===== config.mk =====
export PLATFORM = sky130hd
export DESIGN_NAME = thermostat_deadband_alarm_top_flat
export DESIGN_NICKNAME = d
export VERILOG_FILES = /design/src/rtl/tdalm_pkg.sv /design/src/rtl/tdalm_ifs.sv /design/src/rtl/tdalm_cfg_regs.sv /design/src/rtl/tdalm_core.sv /design/src/rtl/thermostat_deadband_alarm_top.sv /design/src/flat_wrapper.sv
export VERILOG_INCLUDE_DIRS = /design/src /design/src/rtl
export SDC_FILE = /design/constraint.sdc
export NUM_CORES = 1
export LEC_CHECK = 0
export BUFFER_PORTS_ARGS = -buffer_cell sky130_fd_sc_hd__buf_2
export CAP_MARGIN = 20
export CELL_PAD_IN_SITES_DETAIL_PLACEMENT = 0
export CELL_PAD_IN_SITES_GLOBAL_PLACEMENT = 1
export CORE_MARGIN = 3
export CORE_UTILIZATION = 48
export CTS_CLUSTER_DIAMETER = 60
export CTS_CLUSTER_SIZE = 30
export DETAILED_ROUTE_END_ITERATION = 8
export HOLD_SLACK_MARGIN = 0.03
export PLACE_DENSITY = 0.88
export SLEW_MARGIN = 15
export SYNTH_ARGS = -nofsm -noshare
export SYNTH_HDL_FRONTEND = slang
export SYNTH_SLANG_ARGS = --single-unit

===== constraint.sdc =====
create_clock -name clk -period 6.1 [get_ports clk]
set_input_delay 1.22 -clock clk [delete_from_list [all_inputs] [get_ports clk]]
set_output_delay 1.22 -clock clk [all_outputs]
set_load 0.03 [all_outputs]

===== src/rtl/thermostat_deadband_alarm_top_defines.svh =====
// assertion macros for the thermostat deadband alarm top level
`ifndef THERMOSTAT_DEADBAND_ALARM_TOP_DEFINES_SVH
`define THERMOSTAT_DEADBAND_ALARM_TOP_DEFINES_SVH

`ifndef ASSERT_OFF

// checked property, suspended while reset is asserted
`define TDA_ASSERT_RST(lbl, clk, rst_n, prop, msg) \
	lbl: assert property (@(posedge clk) disable iff (!(rst_n)) (prop)) else $error(msg);

// checked property, active through reset as well
`define TDA_ASSERT_ALWAYS(lbl, clk, prop, msg) \
	lbl: assert property (@(posedge clk) (prop)) else $error(msg);

`else

`define TDA_ASSERT_RST(lbl, clk, rst_n, prop, msg)
`define TDA_ASSERT_ALWAYS(lbl, clk, prop, msg)

`endif

`endif


===== src/rtl/tdalm_pkg.sv =====
// types and constants of the thermostat deadband alarm
package tdalm_pkg;

	localparam int BAND_BITS     = 8;
	localparam int DELAY_BITS    = 16;
	localparam int CFG_DATA_BITS = 16;
	localparam int CFG_IDX_BITS  = 8;
	// setpoint limits are held sign-extended to this width
	localparam int LIMIT_BITS    = 16;

	localparam int RST_BAND_WIDTH  = 3;
	localparam int RST_ALARM_DELAY = 60;
	localparam int RST_SP_MIN      = 60;
	localparam int RST_SP_MAX      = 90;
	localparam int RST_SETPOINT    = 75;

	// configuration register indexes
	typedef enum logic [CFG_IDX_BITS-1:0] {
		REG_BAND_WIDTH   = 8'd0,
		REG_ALARM_DELAY  = 8'd1,
		REG_SETPOINT_MIN = 8'd2,
		REG_SETPOINT_MAX = 8'd3
	} cfg_reg_t;

	// item command codes
	localparam logic CMD_READING = 1'b0;
	localparam logic CMD_UPDATE  = 1'b1;

	// configuration in force
	typedef struct packed {
		logic [BAND_BITS-1:0]         band_width;
		logic [DELAY_BITS-1:0]        alarm_delay;
		logic signed [LIMIT_BITS-1:0] setpoint_min;
		logic signed [LIMIT_BITS-1:0] setpoint_max;
	} cfg_t;

	// single-bit flags of one result word
	typedef struct packed {
		logic fan_valid;
		logic fan_on;
		logic alarm_valid;
		logic alarm_on;
		logic update_ack;
		logic update_accepted;
	} res_flags_t;

endpackage


===== src/rtl/tdalm_ifs.sv =====
// handshake channels of the thermostat deadband alarm

// input word: reading or setpoint request
interface tdalm_in_if #(
	parameter int TEMP_BITS = 10,
	parameter int TIME_BITS = 32
);
	logic                        valid;
	logic                        ready;
	logic                        command;
	logic signed [TEMP_BITS-1:0] value;
	logic [TIME_BITS-1:0]        now_seconds;

	modport source (output valid, command, value, now_seconds, input ready);
	modport sink   (input valid, command, value, now_seconds, output ready);
endinterface

// result word
interface tdalm_out_if #(
	parameter int TEMP_BITS = 10
);
	logic                        valid;
	logic                        ready;
	logic                        fan_valid;
	logic                        fan_on;
	logic                        alarm_valid;
	logic                        alarm_on;
	logic                        update_ack;
	logic                        update_accepted;
	logic signed [TEMP_BITS-1:0] current_setpoint;

	modport source (output valid, fan_valid, fan_on, alarm_valid, alarm_on, update_ack,
		update_accepted, current_setpoint, input ready);
	modport sink   (input valid, fan_valid, fan_on, alarm_valid, alarm_on, update_ack,
		update_accepted, current_setpoint, output ready);
endinterface

// configuration write channel
interface tdalm_cfg_if;
	import tdalm_pkg::*;
	logic                     valid;
	logic                     ready;
	logic [CFG_IDX_BITS-1:0]  index;
	logic [CFG_DATA_BITS-1:0] data;

	modport source (output valid, index, data, input ready);
	modport sink   (input valid, index, data, output ready);
endinterface


===== src/rtl/tdalm_cfg_regs.sv =====
// configuration register file
module tdalm_cfg_regs
	import tdalm_pkg::*;
#(
	parameter int TEMP_BITS = 10
) (
	input  logic                     clk,
	input  logic                     arst_n,
	input  logic                     wr_en,
	input  logic [CFG_IDX_BITS-1:0]  wr_index,
	input  logic [CFG_DATA_BITS-1:0] wr_data,
	output cfg_t                     cfg
);

	cfg_t cfg_q;
	logic signed [LIMIT_BITS-1:0] limit_wr;

	// limits arrive as TEMP_BITS two's complement, held sign-extended
	assign limit_wr = LIMIT_BITS'(signed'(wr_data[TEMP_BITS-1:0]));

	// register writes, unknown indexes dropped
	always_ff @(posedge clk or negedge arst_n) begin
		if (!arst_n) begin
			cfg_q.band_width   <= BAND_BITS'(RST_BAND_WIDTH);
			cfg_q.alarm_delay  <= DELAY_BITS'(RST_ALARM_DELAY);
			cfg_q.setpoint_min <= LIMIT_BITS'(RST_SP_MIN);
			cfg_q.setpoint_max <= LIMIT_BITS'(RST_SP_MAX);
		end else if (wr_en) begin
			unique case (wr_index)
				REG_BAND_WIDTH:   cfg_q.band_width   <= wr_data[BAND_BITS-1:0];
				REG_ALARM_DELAY:  cfg_q.alarm_delay  <= wr_data[DELAY_BITS-1:0];
				REG_SETPOINT_MIN: cfg_q.setpoint_min <= limit_wr;
				REG_SETPOINT_MAX: cfg_q.setpoint_max <= limit_wr;
				default: ;
			endcase
		end
	end

	assign cfg = cfg_q;

endmodule


===== src/rtl/tdalm_core.sv =====
// setpoint, excursion state and per-word decision logic
module tdalm_core
	import tdalm_pkg::*;
#(
	parameter int TEMP_BITS = 10,
	parameter int TIME_BITS = 32
) (
	input  logic                        clk,
	input  logic                        arst_n,
	input  cfg_t                        cfg,
	input  logic                        en,
	input  logic                        command,
	input  logic signed [TEMP_BITS-1:0] value,
	input  logic [TIME_BITS-1:0]        now_seconds,
	output res_flags_t                  flags,
	output logic signed [TEMP_BITS-1:0] setpoint_next
);

	logic signed [TEMP_BITS-1:0] setpoint_q;
	logic                        exc_active_q;
	logic [TIME_BITS-1:0]        exc_start_q;

	logic signed [TEMP_BITS:0]   diff;
	logic signed [TEMP_BITS:0]   diff_neg;
	logic                        hot;
	logic [TEMP_BITS:0]          dev;
	logic                        out_of_band;
	logic [TIME_BITS-1:0]        elapsed;
	logic signed [LIMIT_BITS-1:0] value_x;
	logic                        in_limits;
	logic                        exc_active_d;
	logic [TIME_BITS-1:0]        exc_start_d;

	// deviation from setpoint, equal counts as cold side
	assign diff        = (TEMP_BITS+1)'(value) - (TEMP_BITS+1)'(setpoint_q);
	assign diff_neg    = -diff;
	assign hot         = diff > 0;
	assign dev         = hot ? diff : diff_neg;
	assign out_of_band = dev > (TEMP_BITS+1)'(cfg.band_width);

	// time since excursion began, wraps with the clock
	assign elapsed = now_seconds - exc_start_q;

	// request limits check
	assign value_x   = LIMIT_BITS'(value);
	assign in_limits = (value_x >= cfg.setpoint_min) && (value_x <= cfg.setpoint_max);

	// decision and next state
	always_comb begin
		flags         = '0;
		setpoint_next = setpoint_q;
		exc_active_d  = exc_active_q;
		exc_start_d   = exc_start_q;
		if (command == CMD_READING) begin
			if (out_of_band) begin
				flags.fan_valid = 1'b1;
				flags.fan_on    = hot;
				if (!exc_active_q) begin
					exc_active_d = 1'b1;
					exc_start_d  = now_seconds;
				end else if (elapsed > TIME_BITS'(cfg.alarm_delay)) begin
					flags.alarm_valid = 1'b1;
					flags.alarm_on    = 1'b1;
				end
			end else begin
				exc_active_d      = 1'b0;
				exc_start_d       = '0;
				flags.alarm_valid = 1'b1;
			end
		end else begin
			flags.update_ack = 1'b1;
			if (in_limits) begin
				setpoint_next         = value;
				flags.update_accepted = 1'b1;
			end
		end
	end

	// state registers
	always_ff @(posedge clk or negedge arst_n) begin
		if (!arst_n) begin
			setpoint_q   <= TEMP_BITS'(RST_SETPOINT);
			exc_active_q <= 1'b0;
			exc_start_q  <= '0;
		end else if (en) begin
			setpoint_q   <= setpoint_next;
			exc_active_q <= exc_active_d;
			exc_start_q  <= exc_start_d;
		end
	end

endmodule


===== src/rtl/thermostat_deadband_alarm_top.sv =====
// top level of the thermostat deadband alarm
//
// Words enter on in_ch (valid/ready): command 0 is a temperature reading,
// command 1 a setpoint request; each carries now_seconds. Every word gives
// exactly one result word on out_ch: fan and alarm commands for a reading,
// acknowledge and accept flags for a request, plus the setpoint in force.
// Configuration (band width, alarm delay, setpoint limits) is written on
// cfg; cfg.ready is always high, and writes belong to idle periods.
// An accepted word passes from the input register through the decision
// logic into the result register, which drives out_ch. Throughput: one
// word per cycle while out_ch.ready stays high; the decision logic is
// combinational and the state and result registers load together, so
// words may follow back to back. in_ch.ready drops only while both
// registers hold words and the receiver holds out_ch.ready low; the
// result word then stays on out_ch.
// Reset: arst_n clears both registers' valid flags, loads the register
// defaults (band 3, delay 60 s, limits 60..90) and setpoint 75 with no
// excursion in progress. No result is produced by reset itself.
`include "thermostat_deadband_alarm_top_defines.svh"

module thermostat_deadband_alarm_top
	import tdalm_pkg::*;
#(
	parameter int TEMP_BITS = 10,
	parameter int TIME_BITS = 32
) (
	input  logic          clk,
	input  logic          arst_n,
	tdalm_in_if.sink      in_ch,
	tdalm_out_if.source   out_ch,
	tdalm_cfg_if.sink     cfg
);

	cfg_t cfg_cur;

	logic                        valid_s1;
	logic                        command_s1;
	logic signed [TEMP_BITS-1:0] value_s1;
	logic [TIME_BITS-1:0]        now_s1;

	logic                        out_valid_q;
	res_flags_t                  flags_q;
	logic signed [TEMP_BITS-1:0] setpoint_q;

	res_flags_t                  flags_d;
	logic signed [TEMP_BITS-1:0] setpoint_d;

	logic out_free;
	logic adv_s2;
	logic ready_s1;

	// configuration registers
	assign cfg.ready = 1'b1;

	tdalm_cfg_regs #(
		.TEMP_BITS(TEMP_BITS)
	) u_cfg (
		.clk     (clk),
		.arst_n  (arst_n),
		.wr_en   (cfg.valid),
		.wr_index(cfg.index),
		.wr_data (cfg.data),
		.cfg     (cfg_cur)
	);

	// pipeline flow control
	assign out_free    = !out_valid_q || out_ch.ready;
	assign adv_s2      = valid_s1 && out_free;
	assign ready_s1    = !valid_s1 || out_free;
	assign in_ch.ready = ready_s1;

	// input register
	always_ff @(posedge clk or negedge arst_n) begin
		if (!arst_n) begin
			valid_s1 <= 1'b0;
		end else if (ready_s1) begin
			valid_s1 <= in_ch.valid;
		end
	end

	always_ff @(posedge clk) begin
		if (ready_s1 && in_ch.valid) begin
			command_s1 <= in_ch.command;
			value_s1   <= in_ch.value;
			now_s1     <= in_ch.now_seconds;
		end
	end

	// decision logic and thermostat state
	tdalm_core #(
		.TEMP_BITS(TEMP_BITS),
		.TIME_BITS(TIME_BITS)
	) u_core (
		.clk          (clk),
		.arst_n       (arst_n),
		.cfg          (cfg_cur),
		.en           (adv_s2),
		.command      (command_s1),
		.value        (value_s1),
		.now_seconds  (now_s1),
		.flags        (flags_d),
		.setpoint_next(setpoint_d)
	);

	// result register
	always_ff @(posedge clk or negedge arst_n) begin
		if (!arst_n) begin
			out_valid_q <= 1'b0;
		end else if (out_free) begin
			out_valid_q <= valid_s1;
		end
	end

	always_ff @(posedge clk) begin
		if (adv_s2) begin
			flags_q    <= flags_d;
			setpoint_q <= setpoint_d;
		end
	end

	assign out_ch.valid            = out_valid_q;
	assign out_ch.fan_valid        = flags_q.fan_valid;
	assign out_ch.fan_on           = flags_q.fan_on;
	assign out_ch.alarm_valid      = flags_q.alarm_valid;
	assign out_ch.alarm_on         = flags_q.alarm_on;
	assign out_ch.update_ack       = flags_q.update_ack;
	assign out_ch.update_accepted  = flags_q.update_accepted;
	assign out_ch.current_setpoint = setpoint_q;

	// checks
	`TDA_ASSERT_RST(a_adv_fills_out, clk, arst_n, adv_s2 |=> out_valid_q,
		"word left input register without reaching result register")
	`TDA_ASSERT_RST(a_request_no_cmds, clk, arst_n,
		(out_valid_q && flags_q.update_ack) |-> !(flags_q.fan_valid || flags_q.alarm_valid),
		"setpoint request result carries a fan or alarm command")
	`TDA_ASSERT_RST(a_accept_needs_ack, clk, arst_n,
		(out_valid_q && flags_q.update_accepted) |-> flags_q.update_ack,
		"update accepted without acknowledge")
	`TDA_ASSERT_RST(a_alarm_on_out_of_band, clk, arst_n,
		(out_valid_q && flags_q.alarm_on) |-> (flags_q.alarm_valid && flags_q.fan_valid),
		"alarm on issued for an in-band reading")

endmodule


===== src/flat_wrapper.sv =====
// flat-port wrapper written by rule: the top's interface ports become plain ports
module thermostat_deadband_alarm_top_flat import tdalm_pkg::*;
#(
	parameter int TEMP_BITS = 10,
	parameter int TIME_BITS = 32
)
  (clk, arst_n, in_ch_valid, in_ch_command, in_ch_value, in_ch_now_seconds, in_ch_ready, out_ch_valid, out_ch_fan_valid, out_ch_fan_on, out_ch_alarm_valid, out_ch_alarm_on, out_ch_update_ack, out_ch_update_accepted, out_ch_current_setpoint, out_ch_ready, cfg_valid, cfg_index, cfg_data, cfg_ready);
  tdalm_in_if #(.TEMP_BITS(TEMP_BITS), .TIME_BITS(TIME_BITS)) in_ch_i ();
  tdalm_out_if #(.TEMP_BITS(TEMP_BITS)) out_ch_i ();
  tdalm_cfg_if cfg_i ();
  input  logic clk;
  input  logic arst_n;
  input wire logic [$bits(in_ch_i.valid)-1:0] in_ch_valid;
  input wire logic [$bits(in_ch_i.command)-1:0] in_ch_command;
  input wire logic [$bits(in_ch_i.value)-1:0] in_ch_value;
  input wire logic [$bits(in_ch_i.now_seconds)-1:0] in_ch_now_seconds;
  output wire logic [$bits(in_ch_i.ready)-1:0] in_ch_ready;
  output wire logic [$bits(out_ch_i.valid)-1:0] out_ch_valid;
  output wire logic [$bits(out_ch_i.fan_valid)-1:0] out_ch_fan_valid;
  output wire logic [$bits(out_ch_i.fan_on)-1:0] out_ch_fan_on;
  output wire logic [$bits(out_ch_i.alarm_valid)-1:0] out_ch_alarm_valid;
  output wire logic [$bits(out_ch_i.alarm_on)-1:0] out_ch_alarm_on;
  output wire logic [$bits(out_ch_i.update_ack)-1:0] out_ch_update_ack;
  output wire logic [$bits(out_ch_i.update_accepted)-1:0] out_ch_update_accepted;
  output wire logic [$bits(out_ch_i.current_setpoint)-1:0] out_ch_current_setpoint;
  input wire logic [$bits(out_ch_i.ready)-1:0] out_ch_ready;
  input wire logic [$bits(cfg_i.valid)-1:0] cfg_valid;
  input wire logic [$bits(cfg_i.index)-1:0] cfg_index;
  input wire logic [$bits(cfg_i.data)-1:0] cfg_data;
  output wire logic [$bits(cfg_i.ready)-1:0] cfg_ready;
  assign in_ch_i.valid = in_ch_valid;
  assign in_ch_i.command = in_ch_command;
  assign in_ch_i.value = in_ch_value;
  assign in_ch_i.now_seconds = in_ch_now_seconds;
  assign in_ch_ready = in_ch_i.ready;
  assign out_ch_valid = out_ch_i.valid;
  assign out_ch_fan_valid = out_ch_i.fan_valid;
  assign out_ch_fan_on = out_ch_i.fan_on;
  assign out_ch_alarm_valid = out_ch_i.alarm_valid;
  assign out_ch_alarm_on = out_ch_i.alarm_on;
  assign out_ch_update_ack = out_ch_i.update_ack;
  assign out_ch_update_accepted = out_ch_i.update_accepted;
  assign out_ch_current_setpoint = out_ch_i.current_setpoint;
  assign out_ch_i.ready = out_ch_ready;
  assign cfg_i.valid = cfg_valid;
  assign cfg_i.index = cfg_index;
  assign cfg_i.data = cfg_data;
  assign cfg_ready = cfg_i.ready;
  thermostat_deadband_alarm_top #(.TEMP_BITS(TEMP_BITS), .TIME_BITS(TIME_BITS)) u_core (.clk(clk), .arst_n(arst_n), .in_ch(in_ch_i), .out_ch(out_ch_i), .cfg(cfg_i));
endmodule

==> results of run 1 <==
[cell usage after synthesis (9+ instances only)]
library cell	n
dfrtp_1	71
nor2_1	32
nand2_1	35
nand4_1	13
inv_1	96
xnor2_1	19
dfstp_2	18
xor2_1	14
nor3_1	13
clkbuf_1	9
nand2b_1	13
ha_1	86
nand3_1	11
a21oi_1	50
nor2b_1	11
o21ai_0	45
a22o_1	32
a21o_1	22
mux2_2	59
edfxtp_1	59
[how the worst max path moves through the flow]
stage / startpoint / to / cells past startpoint
after floorplan: u_core.u_core.setpoint_q[0] / u_core.u_core.exc_start_q[10] / 21
after CTS: u_core.value_s1[0] / u_core.u_core.exc_start_q[21] / 22
after global routing: u_core.value_s1[0] / u_core.u_core.exc_start_q[24] / 22
final: u_core.value_s1[0] / u_core.u_core.exc_start_q[8] / 22
after global placement: u_core.u_core.setpoint_q[0] / u_core.u_core.exc_start_q[5] / 21
after detailed placement: u_core.value_s1[0] / u_core.u_core.exc_start_q[16] / 22
[kinds of logic (layout without fill, tap and decap cells)]
logic type,after synthesis,after routing,share of synthesized area (%)
xor gates and xnor gates,33,33,3.24
and+or+nand+nor,164,164,9.77
other,1,1,0.0420
DFF,148,148,45.1
adders and majority gates,88,88,12.5
muxes,63,63,7.89
AOI/OAI and AO/OA,211,211,16.4
buffers and inverters,113,222,5.10
[through the flow]
step	util [%]	std cells	hold slack [ns]	setup slack, ns	total power [µW]
2_1_floorplan	-	821	0.449	1.55	2700
3_3_place_gp	53.1	1127	0.474	1.11	3060
3_5_place_dp	53.1	1127	0.483	0.911	3090
4_1_cts	56.5	1159	0.499	0.898	4190
5_1_grt	56.5	1159	0.511	0.512	4480
6_report	56.5	1159	0.490	0.903	4160
[layer usage]
layer	vias up	routed length, µm
li1	3198	-
met1	3098	9540
met2	122	8670
met3	16	838
met4	0	232
met5	-	0
[sequential cells by signal, indices dropped and copies added (netlist names)]
register	cells
u_core.u_cfg.cfg	44
u_core.now_s1	32
u_core.u_core.exc_start_q	32
u_core.out_ch.current_setpoint	10
u_core.u_core.setpoint_q	10
u_core.value_s1	10
u_core.command_s1	1
u_core.out_ch.alarm_on	1
u_core.out_ch.alarm_valid	1
u_core.out_ch.fan_on	1
u_core.out_ch.fan_valid	1
u_core.out_ch.update_accepted	1
u_core.out_ch.update_ack	1
u_core.out_ch.valid	1
u_core.u_core.exc_active_q	1
u_core.valid_s1	1
[critical path: cells and delay by family (launching register included)]
kind	cells	cell delay (ns)
AOI/OAI and AO/OA	10	2.19
adders and majority gates	3	0.89
and+or+nand+nor	4	0.60
buffers and inverters	3	0.43
DFF	1	0.42
muxes	1	0.40
xor gates and xnor gates	1	0.12
[power by group]
group | internal, µW | leakage (µW) | switching (µW)
clock network | 638 | 0.000307 | 442
registers | 1220 | 0.00167 | 91.5
logic | 772 | 0.00254 | 1000
[layout make-up]
class / instances / area share (%)
timing repair buffer: 94 / 4.75
clock inverter: 9 / 0.686
tap: 229 / 2.80
multi-input combinational: 560 / 43.6
sequential: 148 / 39.4
inverter: 96 / 3.53
clock buffer: 23 / 5.32
==> impl_metrics.tcl, run 1 <==
set metrics [dict create \
    outcome "finished, final reports clean" \
    crit_required_ns 6.41 \
    routed_wl_um 19300 \
    crit_path_end_kind "flip-flop" \
    max_freq_ghz 0.192 \
    critical_path_class "flip-flop to flip-flop" \
    cp_max_fo 32 \
    syn_avg_cell_area_um2 10.9 \
    cts_root_buf "clkbuf_16" \
    dp_hpwl_um 14200 \
    finalSetupViolCount 0 \
    setup-tns-final_ns 0 \
    cts.htree.levels 4 \
    grt_max_degree 74 \
    synth_seq_cells 148 \
    place_area_um2 9600 \
    skew_ns 0.0140 \
    reg2reg_slack_ns 0.90 \
    async_flop_share_pct 60.1 \
    rsz0062_at_grt "no" \
    reg2regPathDepth 22 \
    cts_setup_buffers 0 \
    use_met3_pct 4.70 \
    drt_iter0_markers 347 \
    io_buffers 89 \
    top_level_ports 91 \
    dieArea_um2 20300 \
    vias_per_cell 5.55 \
    cp_slowest_stage_delay_ns 0.52 \
    core_area_um2 18100 \
    initial_core_util_pct 49.3 \
    gr-total-overflow 0 \
    period_share_pct 85.2 \
    holdPathStages 1 \
    core.rowCount 49 \
    period_minus_slack_ns 5.20 \
    ys.warnings.count 0 \
    synth.net_count 981 \
    final_net_count 1077 \
    grt_use_met1_pct 28.1 \
    wl_per_cell_um 16.6 \
    die_h_um 142 \
    final_cell_mix "96 x inv_1, 88 x buf_2, 86 x ha_1, 71 x dfrtp_1" \
    hold_viol_final 0 \
    synth-seq-area-share_pct 45.1 \
    p_leak_uw 0.00452 \
    antenna_found_initial 0 \
    crit_arrival_ns 5.51 \
    numCtsBuffers 17 \
    ant_nets 0 \
    r2r_start "u_core.value_s1[0]" \
    irDropWorstVdd_v 0.000229 \
    drtPass1Iterations 4 \
    finalInstanceArea_um2 10200 \
    grt_pass1_wl_um 32000 \
    power_density_nw_per_um2 407 \
    netlist_area_um2 8920 \
    ctsHoldBuffers 0 \
    cts_tree "built" \
    yosysTopAreaCellShare_pct 19.9 \
    path_clk_slew_ns 0.06 \
    crit_path_start_kind "flip-flop" \
    vias 6434 \
    layout_commonest_cell "inv_1" \
    synthCells 821 \
    met2_usage_pct 31.1 \
    cap_viol_max_count 0 \
    yosys-top-cells-area "dfrtp_1 20%, edfxtp_1 20%, ha_1 12%" \
    syn_to_final_growth_pct 14.5 \
    cts.sinks 148 \
    yosys.area.top_type "dfrtp_1" \
    hold_class "flip-flop to flip-flop" \
    grt_pass1_vias 6428 \
    clk_latency_ns 0.43 \
    cts_resized 0 \
    multiInputGateArea_um2 4450 \
    fp.dieW_um 142 \
    drive_above_1_share_pct 23.0 \
    relSlewSlack_pct 36.8 \
    crit_slowest_cell "a31oi_1" \
    gp_congestion 0.857 \
    drcViolationCount 0 \
    slew_violations 0 \
    cts_max_path_buffers 2 \
    crit_chain "inv_1 -> ha_1 -> inv_1 -> fa_1 -> a211oi_1 -> o21ai_0 -> o311ai_1 -> nor2b_1 -> xor2_1 -> a31oi_1 -> mux2_2 -> ha_1 -> nor2b_1 -> o21ai_0 -> nand2b_1 -> a21oi_1 -> o21ai_0 -> o21ai_0 -> o311ai_4 -> nor3b_4 -> buf_4 -> a22o_1" \
    crit_top_cell "o21ai_0" \
    worst_pin_slew_ns 0.949 \
    fillers 1551 \
    r2r_end "u_core.u_core.exc_start_q[8]" \
    synth_cell_types 64 \
    synthFlopType "dfrtp_1" \
    grt_usage_pct 19.8 \
    min_from "u_core.valid_s1" \
    synth_edf_count 59 \
    hold-path-endpoint "u_core.out_ch.valid" \
    regArea_um2 4020 \
    diodes 0 \
    grt.busiest_layer "met2" \
]
Power figures use the tool's default switching activity.
==> run 2: changes to the inputs <==
--- a/config.mk
+++ b/config.mk
@@ -15,9 +15,8 @@
 export CTS_CLUSTER_DIAMETER = 60
 export CTS_CLUSTER_SIZE = 30
 export DETAILED_ROUTE_END_ITERATION = 8
-export HOLD_SLACK_MARGIN = 0.03
+export HOLD_SLACK_MARGIN = 0.02
 export PLACE_DENSITY = 0.88
-export SLEW_MARGIN = 15
 export SYNTH_ARGS = -nofsm -noshare
 export SYNTH_HDL_FRONTEND = slang
 export SYNTH_SLANG_ARGS = --single-unit
==> constraint.sdc (replaced) <==
create_clock -name clk -period 6.1 [get_ports clk]
set_input_delay 0.305 -clock clk [delete_from_list [all_inputs] [get_ports clk]]
set_output_delay 0.305 -clock clk [all_outputs]
set_load 0.03 [all_outputs]
==> run 2 against run 1 <==
Critical endpoint is now u_core.u_core.exc_start_q[21]. Clock-buffer cell count unchanged. First-iteration DRC count is 2.0% higher. Cell area is 0.28% higher. Largest cell class unchanged. Clock power about the same. Global-route usage barely moved. Sequential share of layout area shrank 0.11 points. Flip-flop and latch count stayed put. Maximum frequency up 0.27%. Clock skew fell by 0.0022 ns.
==> impl_metrics.tcl, run 2 (synthesis gave the netlist of run 1 again) <==
set metrics [dict create \
    antenna_found_initial 0 \
    r2r_end "u_core.u_core.exc_start_q[21]" \
    cts_tree "built" \
    drive_above_1_share_pct 23.1 \
    hold-path-endpoint "u_core.now_s1[17]" \
    path_clk_slew_ns 0.07 \
    drt_iter0_markers 354 \
    reg2reg_slack_ns 0.92 \
    dp_cells 1127 \
    grt_usage_pct 19.8 \
    fillers 1546 \
    wl_per_cell_um 16.7 \
    outcome "finished, final reports clean" \
    cts_setup_buffers 0 \
    cts.sinks 148 \
    crit_required_ns 6.41 \
    vias 6472 \
    routed_wl_um 19300 \
    numCtsBuffers 17 \
    skew_ns 0.0118 \
    power_density_nw_per_um2 406 \
    critical_path_class "flip-flop to flip-flop" \
    reg2regPathDepth 22 \
    dieArea_um2 20300 \
    diodes 0 \
    worst_pin_slew_ns 0.953 \
    initial_core_util_pct 49.3 \
    final_cell_mix "96 x inv_1, 88 x buf_2, 86 x ha_1, 71 x dfrtp_1" \
    irDropWorstVdd_v 0.000229 \
    crit_path_start_kind "flip-flop" \
    dp_hpwl_um 14200 \
    instances_no_fill 1161 \
    core.rowCount 49 \
    holdPathStages 1 \
    cap_viol_max_count 0 \
    final_net_count 1079 \
    slew_violations 0 \
    cts_max_path_buffers 2 \
    setup-tns-final_ns 0 \
    gp_congestion 0.857 \
    multiInputGateArea_um2 4450 \
    min_from "in_ch_now_seconds[17]" \
    layout_commonest_cell "inv_1" \
    fp.dieW_um 142 \
    core_area_um2 18100 \
    max_freq_ghz 0.193 \
    cts_resized 0 \
    rsz0062_at_grt "no" \
    grt_pass1_wl_um 32000 \
    r2r_start "u_core.value_s1[0]" \
    drcViolationCount 0 \
    cts.htree.levels 4 \
    period_minus_slack_ns 5.18 \
    regArea_um2 4020 \
    relSlewSlack_pct 36.5 \
    vias_per_cell 5.57 \
    hold_viol_final 0 \
    crit_path_end_kind "flip-flop" \
    crit_arrival_ns 5.49 \
    p_leak_uw 0.00453 \
    grt_pass1_vias 6440 \
    finalSetupViolCount 0 \
    cp_max_fo 32 \
    clk_latency_ns 0.43 \
    die_h_um 142 \
    drtPass1Iterations 6 \
    io_buffers 89 \
    cts_root_buf "clkbuf_16" \
    syn_to_final_growth_pct 14.8 \
    hold_class "input port to flip-flop" \
    period_share_pct 85.0 \
    largest_register_ffs 44 \
    top_level_ports 91 \
    ant_nets 0 \
    grt_max_degree 74 \
    gr-total-overflow 0 \
]
-- run 2: cell types whose count changed in the layout (fill, tap and decap cells not counted), sizes merged --
cell / delta
buf: +1
dlygate4sd3: +1
-- run 2: power by group --
group	total, µW	internal [µW]	switching [µW]
registers	1310	1220	91.5
logic	1780	774	1000
clock network	1080	638	441
total	4160	2630	1540
-- run 2: worst max-delay path, stage by stage, from the launching register on --
cell and delay [ns]:
edfxtp_1 0.41, inv_1 0.13, ha_1 0.18, inv_1 0.05, fa_1 0.43, a211oi_1 0.24, o21ai_0 0.14, o311ai_1 0.30
nor2b_1 0.20, xor2_1 0.12, a31oi_1 0.51, mux2_2 0.40, ha_1 0.28, nor2b_1 0.13, o21ai_0 0.16, nand2b_1 0.08
a21oi_1 0.13, o21ai_0 0.08, o21ai_0 0.16, o311ai_4 0.19, nor3b_4 0.19, buf_4 0.25, a22o_1 0.28
-- run 2: what timing repair did --
item,in CTS,in global routing
endpoints found under the hold margin,16,0
setup endpoints to repair,0,0
hold buffers,1,0
-- run 2: per-layer routing --
layer  up-vias  part of all wire [%]  track usage, %
met5         -                     0               0
met4         0                   1.0            4.35
met3        16                   4.8            4.70
met2       136                    45            31.2
met1      3115                    49            28.1
li1       3205                     -               -
-- run 2: cell type report --
type / count / area share, %
Clock inverter: 9 / 0.684
Multi-Input combinational cell: 560 / 43.4
Sequential cell: 148 / 39.3
Inverter: 96 / 3.52
Tap cell: 229 / 2.80
Timing Repair Buffer: 96 / 5.03
Clock buffer: 23 / 5.30
-- run 2: metrics by stage --
stage / util (%) / worst slack (ns) / total power (µW) / hold WS [ns] / instance area, µm²
CTS: 56.5 / 0.898 / 4190 / 0.0294 / 10200
global route: 56.6 / 0.512 / 4480 / 0.0300 / 10200
global placement: 53.1 / 1.11 / 3060 / 0.190 / 9600
finish: 56.6 / 0.917 / 4160 / 0.0452 / 10200
floorplan: - / 1.55 / 2700 / 0.00941 / 8920
detailed placement: 53.1 / 0.911 / 3090 / 0.197 / 9600
-- run 2: how the worst max path moves through the flow --
| stage | cells past startpoint | slack, ns | from | endpoint |
|---|---|---|---|---|
| after floorplan | 21 | 1.55 | u_core.u_core.setpoint_q[0] | u_core.u_core.exc_start_q[10] |
| final | 22 | 0.92 | u_core.value_s1[0] | u_core.u_core.exc_start_q[21] |
| after detailed placement | 22 | 0.91 | u_core.value_s1[0] | u_core.u_core.exc_start_q[16] |
| after global placement | 21 | 1.11 | u_core.u_core.setpoint_q[0] | u_core.u_core.exc_start_q[5] |
| after CTS | 22 | 0.90 | u_core.value_s1[0] | u_core.u_core.exc_start_q[21] |
| after global routing | 22 | 0.51 | u_core.value_s1[0] | u_core.u_core.exc_start_q[24] |
